### src/design/ble_pkg.sv
// Shared types and constants for the bounded integer list engine.
`timescale 1ns / 1ps
`default_nettype none

package ble_pkg;

	localparam int DEPTH_DEF      = 256;
	localparam int VALUE_BITS_DEF = 32;

	typedef enum logic [2:0] {
		CMD_PUSH_FRONT = 3'd0,
		CMD_PUSH_BACK  = 3'd1,
		CMD_POP_FRONT  = 3'd2,
		CMD_POP_BACK   = 3'd3,
		CMD_READ       = 3'd4,
		CMD_WRITE      = 3'd5,
		CMD_SEARCH     = 3'd6
	} cmd_e;

	typedef enum logic [1:0] {
		ST_OK     = 2'd0,
		ST_FULL   = 2'd1,
		ST_EMPTY  = 2'd2,
		ST_BADPOS = 2'd3
	} status_e;

	typedef enum logic [1:0] {
		S_IDLE,
		S_SCAN,
		S_EXEC
	} state_e;

	typedef struct packed {
		logic signed [31:0] read_value;
		logic               found;
		logic [8:0]         entry_count;
		status_e            status;
	} res_t;

endpackage

`default_nettype wire

### src/design/ble_if.sv
// Command and result channel interfaces of the list engine.
`timescale 1ns / 1ps
`default_nettype none

interface ble_cmd_if;
	logic               valid;
	logic               ready;
	logic [2:0]         command;
	logic [7:0]         position;
	logic signed [31:0] value;

	modport source (output valid, output command, output position, output value, input ready);
	modport sink   (input valid, input command, input position, input value, output ready);
endinterface


`default_nettype wire

### src/design/ble_ctrl.sv
// Command sequencer: ring pointers, store accesses, search scan and result forming.
`timescale 1ns / 1ps
`default_nettype none

module ble_ctrl import ble_pkg::*; #(
	parameter int DEPTH      = DEPTH_DEF,
	parameter int VALUE_BITS = VALUE_BITS_DEF,
	localparam int AW        = $clog2(DEPTH),
	localparam int CW        = $clog2(DEPTH + 1)
) (
	input  wire logic                  clk,
	input  wire logic                  arst_n,
	ble_cmd_if.sink                    cmd,
	output logic                       ram_we,
	output logic      [AW-1:0]         ram_waddr,
	output logic      [VALUE_BITS-1:0] ram_wdata,
	output logic                       ram_re,
	output logic      [AW-1:0]         ram_raddr,
	input  wire logic [VALUE_BITS-1:0] ram_rdata,
	output logic                       res_valid,
	output res_t                       res_data,
	input  wire logic                  res_ready
);

	state_e                state_q, state_d;
	logic [AW-1:0]         head_q, head_d;
	logic [CW-1:0]         count_q, count_d;
	status_e               status_q, st_d;
	logic                  use_rd_q, use_rd_d;
	logic                  found_q;
	logic [VALUE_BITS-1:0] key_q, key;
	logic [AW-1:0]         scan_ptr_q;
	logic [CW-1:0]         scan_left_q;
	logic                  cmp_valid_q;
	logic                  acc, hit, is_empty, is_full, pos_bad;
	logic [63:0]           val_w, rd_w;
	logic [31:0]           cnt_w;

	function automatic logic [AW-1:0] slot_of(input logic [AW-1:0] head, input logic [AW:0] off);
		logic [AW:0] sum;
		sum = {1'b0, head} + off;
		if (sum >= (AW+1)'(DEPTH)) begin
			sum = sum - (AW+1)'(DEPTH);
		end
		return sum[AW-1:0];
	endfunction

	function automatic logic [AW-1:0] ptr_inc(input logic [AW-1:0] p);
		return (p == AW'(DEPTH - 1)) ? '0 : p + AW'(1);
	endfunction

	function automatic logic [AW-1:0] ptr_dec(input logic [AW-1:0] p);
		return (p == '0) ? AW'(DEPTH - 1) : p - AW'(1);
	endfunction

	assign val_w     = {32'd0, cmd.value};
	assign key       = val_w[VALUE_BITS-1:0];
	assign ram_wdata = key;
	assign is_empty  = (count_q == '0);
	assign is_full   = (count_q == CW'(DEPTH));
	assign pos_bad   = 32'(cmd.position) >= 32'(count_q);
	assign hit       = cmp_valid_q && (ram_rdata == key_q);
	assign cmd.ready = (state_q == S_IDLE);
	assign acc       = cmd.valid && (state_q == S_IDLE);

	always_comb begin
		state_d   = state_q;
		st_d      = ST_OK;
		use_rd_d  = 1'b0;
		head_d    = head_q;
		count_d   = count_q;
		ram_we    = 1'b0;
		ram_waddr = head_q;
		ram_re    = 1'b0;
		ram_raddr = head_q;
		res_valid = 1'b0;
		unique case (state_q)
			S_IDLE: begin
				if (cmd.valid) begin
					state_d = S_EXEC;
					unique case (cmd_e'(cmd.command))
						CMD_PUSH_FRONT: begin
							if (is_full) begin
								st_d = ST_FULL;
							end else begin
								head_d    = ptr_dec(head_q);
								ram_we    = 1'b1;
								ram_waddr = ptr_dec(head_q);
								count_d   = count_q + CW'(1);
							end
						end
						CMD_PUSH_BACK: begin
							if (is_full) begin
								st_d = ST_FULL;
							end else begin
								ram_we    = 1'b1;
								ram_waddr = slot_of(head_q, (AW+1)'(count_q));
								count_d   = count_q + CW'(1);
							end
						end
						CMD_POP_FRONT: begin
							if (is_empty) begin
								st_d = ST_EMPTY;
							end else begin
								ram_re    = 1'b1;
								ram_raddr = head_q;
								use_rd_d  = 1'b1;
								head_d    = ptr_inc(head_q);
								count_d   = count_q - CW'(1);
							end
						end
						CMD_POP_BACK: begin
							if (is_empty) begin
								st_d = ST_EMPTY;
							end else begin
								ram_re    = 1'b1;
								ram_raddr = slot_of(head_q, (AW+1)'(count_q - CW'(1)));
								use_rd_d  = 1'b1;
								count_d   = count_q - CW'(1);
							end
						end
						CMD_READ: begin
							if (pos_bad) begin
								st_d = ST_BADPOS;
							end else begin
								ram_re    = 1'b1;
								ram_raddr = slot_of(head_q, (AW+1)'(cmd.position));
								use_rd_d  = 1'b1;
							end
						end
						CMD_WRITE: begin
							if (pos_bad) begin
								st_d = ST_BADPOS;
							end else begin
								ram_we    = 1'b1;
								ram_waddr = slot_of(head_q, (AW+1)'(cmd.position));
							end
						end
						CMD_SEARCH: begin
							if (!is_empty) begin
								state_d = S_SCAN;
							end
						end
						default: begin
							// unused code: no operation
						end
					endcase
				end
			end
			S_SCAN: begin
				ram_re    = (scan_left_q != '0) && !hit;
				ram_raddr = scan_ptr_q;
				if (hit || (scan_left_q == '0 && !cmp_valid_q)) begin
					state_d = S_EXEC;
				end
			end
			S_EXEC: begin
				res_valid = 1'b1;
				if (res_ready) begin
					state_d = S_IDLE;
				end
			end
			default: begin
				state_d = S_IDLE;
			end
		endcase
	end

	always_ff @(posedge clk or negedge arst_n) begin
		if (!arst_n) begin
			state_q <= S_IDLE;
		end else begin
			state_q <= state_d;
		end
	end

	always_ff @(posedge clk or negedge arst_n) begin
		if (!arst_n) begin
			head_q      <= '0;
			count_q     <= '0;
			cmp_valid_q <= 1'b0;
		end else if (acc) begin
			head_q      <= head_d;
			count_q     <= count_d;
			cmp_valid_q <= 1'b0;
		end else if (state_q == S_SCAN) begin
			cmp_valid_q <= ram_re;
		end
	end

	always_ff @(posedge clk) begin
		if (acc) begin
			status_q    <= st_d;
			use_rd_q    <= use_rd_d;
			key_q       <= key;
			found_q     <= 1'b0;
			scan_ptr_q  <= head_q;
			scan_left_q <= count_q;
		end else if (state_q == S_SCAN) begin
			if (ram_re) begin
				scan_ptr_q  <= ptr_inc(scan_ptr_q);
				scan_left_q <= scan_left_q - CW'(1);
			end
			if (hit) begin
				found_q <= 1'b1;
			end
		end
	end

	// read data holds in the store's output register until the result is taken
	assign rd_w  = 64'(ram_rdata);
	assign cnt_w = 32'(count_q);

	always_comb begin
		res_data.read_value  = use_rd_q ? signed'(rd_w[31:0]) : 32'sd0;
		res_data.found       = found_q;
		res_data.entry_count = cnt_w[8:0];
		res_data.status      = status_q;
	end

	a_count_bound: assert property (@(posedge clk) disable iff (!arst_n)
		32'(count_q) <= DEPTH)
		else $error("entry count exceeds depth");

	a_no_rw_clash: assert property (@(posedge clk) disable iff (!arst_n)
		!(ram_we && ram_re))
		else $error("store read and write in the same cycle");

	a_accept_leaves_idle: assert property (@(posedge clk) disable iff (!arst_n)
		acc |=> state_q != S_IDLE)
		else $error("accepted transaction did not start work");

	a_head_bound: assert property (@(posedge clk) disable iff (!arst_n)
		32'(head_q) < DEPTH)
		else $error("head pointer out of range");

	a_scan_stops: assert property (@(posedge clk) disable iff (!arst_n)
		(state_q == S_SCAN && hit) |=> state_q == S_EXEC)
		else $error("search hit did not end the scan");

endmodule

`default_nettype wire

### src/flat_wrapper.sv
// flat-port wrapper written by rule: the top's interface ports become plain ports
module ble_ctrl_flat import ble_pkg::*;
#(
	parameter int DEPTH      = DEPTH_DEF,
	parameter int VALUE_BITS = VALUE_BITS_DEF,
	localparam int AW        = $clog2(DEPTH),
	localparam int CW        = $clog2(DEPTH + 1)
)
  (clk, arst_n, ram_we, ram_waddr, ram_wdata, ram_re, ram_raddr, ram_rdata, res_valid, res_data, res_ready, cmd_valid, cmd_command, cmd_position, cmd_value, cmd_ready);
  ble_cmd_if cmd_i ();
  input  wire logic clk;
  input  wire logic arst_n;
  output logic ram_we;
  output logic      [AW-1:0] ram_waddr;
  output logic      [VALUE_BITS-1:0] ram_wdata;
  output logic ram_re;
  output logic      [AW-1:0] ram_raddr;
  input  wire logic [VALUE_BITS-1:0] ram_rdata;
  output logic res_valid;
  output res_t res_data;
  input  wire logic res_ready;
  input wire logic [$bits(cmd_i.valid)-1:0] cmd_valid;
  input wire logic [$bits(cmd_i.command)-1:0] cmd_command;
  input wire logic [$bits(cmd_i.position)-1:0] cmd_position;
  input wire logic [$bits(cmd_i.value)-1:0] cmd_value;
  output wire logic [$bits(cmd_i.ready)-1:0] cmd_ready;
  assign cmd_i.valid = cmd_valid;
  assign cmd_i.command = cmd_command;
  assign cmd_i.position = cmd_position;
  assign cmd_i.value = cmd_value;
  assign cmd_ready = cmd_i.ready;
  ble_ctrl #(.DEPTH(DEPTH), .VALUE_BITS(VALUE_BITS)) u_core (.clk(clk), .arst_n(arst_n), .cmd(cmd_i), .ram_we(ram_we), .ram_waddr(ram_waddr), .ram_wdata(ram_wdata), .ram_re(ram_re), .ram_raddr(ram_raddr), .ram_rdata(ram_rdata), .res_valid(res_valid), .res_data(res_data), .res_ready(res_ready));
endmodule
### config.mk
export PLATFORM = sky130hd
export DESIGN_NAME = ble_ctrl_flat
export DESIGN_NICKNAME = d
export VERILOG_FILES = /design/src/design/ble_pkg.sv /design/src/design/ble_if.sv /design/src/design/ble_ctrl.sv /design/src/flat_wrapper.sv
export SDC_FILE = /design/constraint.sdc
export NUM_CORES = 1
export LEC_CHECK = 0
export BUFFER_PORTS_ARGS = -buffer_cell sky130_fd_sc_hd__buf_2
export CORE_MARGIN = 3
export CORE_UTILIZATION = 58
export DETAILED_ROUTE_END_ITERATION = 8
export PLACE_DENSITY = 0.91
export SLEW_MARGIN = 5
export SYNTH_ARGS = -nofsm -noshare
export SYNTH_HDL_FRONTEND = slang
export SYNTH_SLANG_ARGS = --single-unit
### constraint.sdc
create_clock -name clk -period 8.6 [get_ports clk]
set_clock_uncertainty 0.15 [all_clocks]
set_input_delay 1.72 -clock clk [delete_from_list [all_inputs] [get_ports clk]]
set_output_delay 1.72 -clock clk [all_outputs]
set_load 0.02 [all_outputs]
==> reports/qor.yml, run 1 <==
synth:
  synth_edf_count: 52
  avgSynthCellArea_um2: 8.74
  synth_seq_cells: 73
  synth_ff_type: "edfxtp_1"
  ys_warn_count: 0
  synth_area_um2: 6510
  yosys.cell_types.count: 78
  async_reset_ff_frac: 0.274
  seq_area_frac_synth: 0.320
  syn_inst: 745
  syn_nets: 863
floorplanning:
  start_util: 0.598
  design.core.area_um2: 10900
  fp.dieH_um: 112
  ioPinCount: 175
  dieArea_um2: 12500
  fp-row-count: 38
  die_w_um: 112
worst_setup_path:
  cp.arrival_ps: 4550
  crit_buf_inv: 2
  r2r_start: "u_core.count_q[0]$_DFFE_PN0P_"
  critPathTopFamily: "simple AND/OR/NAND/NOR gates"
  reg2reg_depth: 8
  crit_path_end_kind: "output pin"
  timing.rr.end: "u_core.head_q[1]$_DFFE_PN0P_"
  cp_slowest_stage_delay_ps: 700
  cp.required_ps: 6730
  crit_fanout: 3
  crit_type: "input port to output pin"
  r2r_slack_ps: 5030
  crit_top_cell: "buf_2"
  cp_cell_sequence: "buf_2, ha_1, fa_1, a211oi_1, nor4b_1, nor4_1, and2_1, o211ai_1, a311o_1, buf_2"
  cp-start-kind: "input port"
  slowest_stage: "nor4_1"
finish:
  layout_common_cells: "buf_2, o21ai_0, nand2_1, edfxtp_1, xnor2_1"
  final_layout_size_suffix_gt1_frac: 0.248
  final_net_count: 976
  area_growth_pct: 13.3
  fin_util: 0.678
  final_common_cell: "buf_2"
  fillers: 872
  seq_area_um2: 2080
  multi_input_area_um2: 3900
grt:
  grt_pass1_vias: 5910
  grt_use_total: 0.304
  grt_remaining_overflow: 0
  antenna_found_initial: 1
  grt_pass1_wl_um: 30500
  grt_max_degree: 52
drt:
  ant_nets: 0
  avgRoutedWirePerCell_um: 19.5
  drc: 0
  drt_wl_total_um: 19500
  vias_per_cell: 6.37
  drt_first_pass_iters: 5
  num_vias: 6397
  drtIter0Drc: 699
worst_hold_path:
  min_path_type: "flip-flop to flip-flop"
  holdPathEnd: "u_core.found_q$_SDFFE_PP0P_"
  min-delay-start: "u_core.found_q$_SDFFE_PP0P_"
  holdPathStages: 1
timing:
  setup_viol: 0
  rsz0062_at_grt: "false"
  min_period_over_period: 0.747
  timing.final.crit_period_ps: 6420
  final_max_slew_viol_count: 0
  slew_headroom: 0.157
  finalHoldViolations: 0
  worst_pin_slew_ps: 1260
  fin_tns_setup_ps: 0
  max_freq_mhz: 156
clock_tree:
  root_buffer: "clkbuf_8"
  clk_pin_slew_ps: 80
  clkLatencyLatePin_ps: 340
  htreeDepth: 3
  postCtsSetupRepairBufs: 0
  cts.sinks: 73
  numCtsBuffers: 9
  clock_path_buffers: 2
  cts_tree: "built"
  hold_buffers: 0
  postCtsResizedCells: 0
power:
  power.share.sequential: 0.293
  powerDensity_nw_per_um2: 333
  pwr-share-comb: 0.584
  ir_drop_mv: 0.261
  power.switching_mw: 1.22
  leakagePower_nw: 3.10
  intPower_mw: 1.24
  total_power_mw: 2.46
  p_clk_frac: 0.124
  switching_share: 0.496
place:
  dpl.hpwl_um: 14700
  port_buffers: 174
  gp_congestion: 0.959
run:
  drv_cap: 0
run_status:
  status: "completed"
power by group through the flow:
stage                     Combinational (mW)  Clock (mW)  Sequential (mW)
after floorplan                         1.11           0            0.609
after detailed placement                1.40           0            0.714
after global placement                  1.37           0            0.709
after CTS                               1.41       0.310            0.707
after global routing                    1.56       0.326            0.733
final                                   1.43       0.304            0.719
final cells by class:
class                           instances  area share
Tap cell                              140      0.0237
Multi-Input combinational cell        571       0.529
Clock inverter                          7      0.0137
Inverter                               26      0.0132
Sequential cell                        73       0.282
Antenna cell                            1    0.000339
Clock buffer                            9      0.0168
Timing Repair Buffer                  177       0.121
registers in the layout, summed over array words and instances (netlist names):
signal,cells
u_core.cmp_valid_q,1
u_core.count_q,9
u_core.found_q,1
u_core.head_q,8
u_core.key_q,32
u_core.scan_left_q,9
u_core.scan_ptr_q,8
u_core.state_q,2
u_core.status_q,2
u_core.use_rd_q,1
stage by stage:
stage	std cells	cell area, um2	hold slack [ps]	setup WS [ps]
after floorplan	745	6510	292	2960
final	1004	7380	324	2180
after detailed placement	987	7150	305	2270
after CTS	1003	7370	324	2260
after global placement	987	7150	297	2290
after global routing	1004	7380	370	2150
Yosys cell counts (11+ instances only):
cell type,count,share of area
buf_4,33,0.038
nand3_1,27,0.021
inv_1,25,0.014
xnor2_1,47,0.063
nor2_1,39,0.022
nor3_1,22,0.017
a21oi_1,35,0.027
xor2_1,18,0.024
nor4_1,11,0.011
dfrtp_1,20,0.077
clkbuf_1,30,0.017
nand4_1,13,0.012
and2_1,36,0.035
o21ai_0,59,0.045
nand2_1,58,0.033
ha_1,36,0.069
edfxtp_1,52,0.24
per-layer routing:
| metal | routed length (um) | global-route usage | share of wire | vias to the layer above |
|---|---|---|---|---|
| met5 | 0 | 0 | 0 | - |
| met4 | 767 | 0.123 | 0.039 | 0 |
| met3 | 2000 | 0.0685 | 0.10 | 76 |
| met2 | 9590 | 0.520 | 0.49 | 448 |
| met1 | 7190 | 0.374 | 0.37 | 2905 |
| li1 | - | - | - | 2968 |
worst reg2reg max path, cell delays in order (launching register included):
cell,delay (ps)
dfrtp_1,590
inv_1,170
ha_1,300
or3b_1,350
nor3_2,150
a2111oi_2,1150
o21ai_0,230
a32o_1,260
a31oi_1,140
cells by family (layout without fill, tap and decap cells):
| kind of cell | after synthesis | in the layout | share of synthesized area |
|---|---|---|---|
| simple gates | 263 | 263 | 0.220 |
| compound gates | 197 | 197 | 0.201 |
| buf+inv | 101 | 219 | 0.0811 |
| flops | 73 | 73 | 0.320 |
| xor+xnor | 65 | 65 | 0.0874 |
| fa+ha+maj | 39 | 39 | 0.0784 |
| mux | 7 | 7 | 0.0131 |
| other cells | 0 | 1 | 0 |
how the worst max path moves through the flow:
stage	end	slack, ps	start	cells after the start
CTS	ram_raddr[6]	2260	cmd_position[0]	10
global placement	ram_raddr[6]	2290	cmd_position[0]	10
finish	ram_raddr[6]	2180	cmd_position[0]	10
global route	ram_raddr[6]	2150	cmd_position[0]	10
floorplan	ram_raddr[6]	2960	cmd_position[0]	8
detailed placement	ram_raddr[6]	2270	cmd_position[0]	10
(Power assumes the default switching activity.)
==> run 2, diff against run 1 <==
- ABC_AREA: unset -> 1
- CORE_UTILIZATION: 58 -> 55
- PLACE_DENSITY: 0.91 -> 0.87
- clock period: 8.6 -> 6.01 ns (I/O delays scaled with it)
==> run 2 against run 1 <==
Net effect: via count increased by 9.4%; sequential share of layout area decreased by 1.4 points; cell area increased by 5.2%; core utilization decreased by 1.5 points; wire length increased by 8.3%; power increased by 63%; critical path type is now flip-flop to output pin.
==> reports/qor.yml, run 2 <==
run_status:
  status: "completed"  # unchanged
timing:
  max_freq_mhz: 215
  timing.final.crit_period_ps: 4660
  min_period_over_period: 0.775
  worst_pin_slew_ps: 1010  # was 1260 ps
  finalHoldViolations: 0  # unchanged
  final_max_slew_viol_count: 0  # unchanged
  fin_tns_setup_ps: 0  # unchanged
  setup_viol: 0  # unchanged
  slew_headroom: 0.327  # was 0.157
  rsz0062_at_grt: "false"  # unchanged
grt:
  grt_max_degree: 51  # was 52
  grt_remaining_overflow: 0  # unchanged
  grt_use_total: 0.307  # was 0.304
  grt_pass1_wl_um: 32300  # was 30,500 um
  antenna_found_initial: 0  # was 1
  grt_pass1_vias: 6442  # was 5,910
power:
  powerDensity_nw_per_um2: 514  # was 333 nW/um2
  total_power_mw: 3.99  # was 2.46 mW
  leakagePower_nw: 4.08  # was 3.10 nW
  ir_drop_mv: 0.274  # was 0.261 mV
synth:
  synthTopCellsByArea: "edfxtp_1, nand2_1, inv_1"  # was edfxtp_1, dfrtp_1, ha_1
  synth_fa_ha_area_frac: 0.0756  # was 0.0784
  synth_ff_type: "edfxtp_1"  # unchanged
  synthSimpleGateAreaFrac: 0.284  # was 0.220
  syn_inst: 960  # was 745
  synth_top_area_frac: 0.231  # was 0.240
  yosysMostFrequentCell: "nand2_1"  # was o21ai_0
  yosysTopAreaCell: "edfxtp_1"  # unchanged
  seq_area_frac_synth: 0.308  # was 0.320
  synth_mux_area_frac: 0  # was 0.0131
  synth_edf_count: 52  # unchanged
  synth_area_um2: 6750  # was 6510 um2
  synth_top_family_by_area: "simple AND/OR/NAND/NOR gates"  # unchanged
  synthTopCellsByCount: "nand2_1, inv_1, nand3_1, nor2_1, edfxtp_1"  # was o21ai_0, nand2_1, edfxtp_1, xnor2_1, nor2_1
  yosys.cell_types.count: 46  # was 78
  synth_compound_area_frac: 0.122  # was 0.201
  avgSynthCellArea_um2: 7.03  # was 8.74 um2
  syn_nets: 1078  # was 863
  synthXorXnorAreaFrac: 0.0636  # was 0.0874
  ys_warn_count: 0  # unchanged
  synth_seq_cells: 73  # unchanged
  async_reset_ff_frac: 0.274  # unchanged
worst_hold_path:
  min_path_type: "flip-flop to flip-flop"  # unchanged
  holdPathEnd: "u_core.found_q$_SDFFE_PP0P_"  # unchanged
  min-delay-start: "u_core.found_q$_SDFFE_PP0P_"  # unchanged
  holdPathStages: 1  # unchanged
clock_tree:
  cts_tree: "built"  # unchanged
  hold_buffers: 0  # unchanged
  postCtsSetupRepairBufs: 0  # unchanged
  clkLatencyLatePin_ps: 340  # about the same
  numCtsBuffers: 9  # unchanged
  htreeDepth: 3  # unchanged
  postCtsResizedCells: 0  # unchanged
  root_buffer: "clkbuf_16"  # was clkbuf_8
  cts.sinks: 73  # unchanged
  clock_path_buffers: 2  # unchanged
  clk_pin_slew_ps: 60  # was 80 ps
floorplanning:
  fp-row-count: 39  # was 38
  dieArea_um2: 13600  # was 12,500 um2
  ioPinCount: 175  # unchanged
  design.core.area_um2: 11700  # was 10,900 um2
  die_w_um: 117  # was 112 um
  fp.dieH_um: 117  # was 112 um
  start_util: 0.576  # was 0.598
finish:
  area_growth_pct: 15.0  # was 13.3%
  largestRegisters: "u_core.key_q: 32 flops, u_core.count_q: 9 flops, u_core.scan_left_q: 9 flops"  # unchanged
  largest_reg_flops: 32  # unchanged
  multi_input_area_um2: 3680  # was 3900 um2
  max_flop_register: "u_core.key_q"  # unchanged
  final_common_cell: "nand2_1"  # was buf_2
  layout_common_cells: "nand2_1, buf_2, inv_1, nand3_1, nor2_1"  # was buf_2, o21ai_0, nand2_1, edfxtp_1, xnor2_1
  fillers: 1004  # was 872
  diodes: 0  # was 1
  final_layout_size_suffix_gt1_frac: 0.209  # was 0.248
  seq_area_um2: 2080  # unchanged
  final_net_count: 1211  # was 976
  layoutNonFillerInstCount: 1241  # was 1,004
place:
  dpl.hpwl_um: 16000  # was 14,700 um
  dp_cells: 1225  # was 987
  port_buffers: 174  # unchanged
  gp_congestion: 1.00  # was 0.959
drt:
  avgRoutedWirePerCell_um: 17.1  # was 19.5 um
  drt_wl_total_um: 21200  # was 19,500 um
  drc: 0  # unchanged
  num_vias: 6997  # was 6,397
  drtIter0Drc: 664  # was 699
  drt_first_pass_iters: 6  # was 5
  vias_per_cell: 5.64  # was 6.37
  ant_nets: 0  # unchanged
worst_setup_path:
  r2r_slack_ps: 3300  # was 5030 ps
  r2r_start: "u_core.count_q[2]$_DFFE_PN0P_"  # was u_core.count_q[0]$_DFFE_PN0P_
  cp.required_ps: 4660  # was 6730 ps
  crit_fanout: 8  # was 3
  cp.arrival_ps: 3310  # was 4550 ps
  timing.rr.end: "u_core.status_q[0]$_SDFFCE_PN0P_"  # was u_core.head_q[1]$_DFFE_PN0P_
  crit_path_end_kind: "output pin"  # unchanged
  crit_type: "flip-flop to output pin"  # was input port to output pin
  cp-start-kind: "flip-flop"  # was input port
  reg2reg_depth: 9  # was 8
run:
  drv_cap: 0  # unchanged
==> run 2: changes by cell type after synthesis, moves of 18 or more <==
cell	before	now
and2_1	36	0
nand2_1	58	250
o21ai_0	59	41
nor2_1	39	61
xnor2_1	47	26
nand3_1	27	77
inv_1	25	144
clkbuf_1	30	11
==> run 2: where the power goes <==
part	switching [mW]	internal (mW)	leakage (nW)	total (mW)
logic	1.59	0.836	3.20	2.43
registers	0.240	0.749	0.732	0.989
clock network	0.211	0.365	0.149	0.576
==> run 2: worst max-delay path, cell delays in order, from the launching register on <==
cell,delay (ps)
dfrtp_1,510
inv_1,190
ha_1,230
nand3_2,110
inv_2,100
nand3_1,120
xor2_1,170
ha_1,360
nand2_1,110
inv_1,40
a21oi_1,160
nand2_1,90
inv_1,60
nand2_1,90
nand3_1,80
nand2_1,50
nand3_1,110
nand3_1,100
nand2_1,70
nand2_1,50
buf_2,150
==> run 2: per-layer routing <==
metal | GRT usage | part of all wire | wire length [um] | vias up
li1 | - | - | - | 3364
met1 | 0.372 | 0.39 | 8280 | 3177
met2 | 0.523 | 0.47 | 9970 | 377
met3 | 0.0602 | 0.091 | 1930 | 79
met4 | 0.150 | 0.046 | 980 | 0
met5 | 0 | 0 | 0 | -
==> run 2: layout make-up <==
cell class                      instances  area share
Multi-Input combinational cell        672       0.474
Sequential cell                        73       0.268
Timing Repair Buffer                  177       0.115
Inverter                              160      0.0779
Clock buffer                           10      0.0295
Tap cell                              143      0.0230
Clock inverter                          6      0.0119
==> run 2: logic make-up after synthesis <==
group | after synthesis
xor+xnor | 49
fa+ha+maj | 39
simple gates | 442
buf+inv | 215
flops | 73
compound gates | 142
==> run 2: metrics by stage <==
step                hold slack [ps]  setup WS [ps]  cell area [um2]  utilization
finish                          327           1350             7760        0.663
global route                    357           1140             7760        0.663
CTS                             332           1410             7760        0.663
detailed placement              317           1530             7440        0.635
global placement                295           1520             7440        0.635
floorplan                       292           1990             6750            -
==> run 2: worst max-delay path by stage <==
| stage | from | end | slack (ps) | depth (start not counted) |
|---|---|---|---|---|
| 2_1_floorplan | cmd_position[0] | ram_waddr[6] | 1990 | 9 |
| 3_3_place_gp | cmd_position[6] | ram_raddr[5] | 1520 | 12 |
| 3_5_place_dp | cmd_position[4] | ram_raddr[5] | 1530 | 14 |
| 4_1_cts | u_core.count_q[1]$_DFFE_PN0P_ | ram_raddr[7] | 1410 | 20 |
| 5_1_grt | u_core.count_q[1]$_DFFE_PN0P_ | ram_raddr[7] | 1140 | 20 |
| 6_report | u_core.count_q[1]$_DFFE_PN0P_ | ram_raddr[7] | 1350 | 20 |
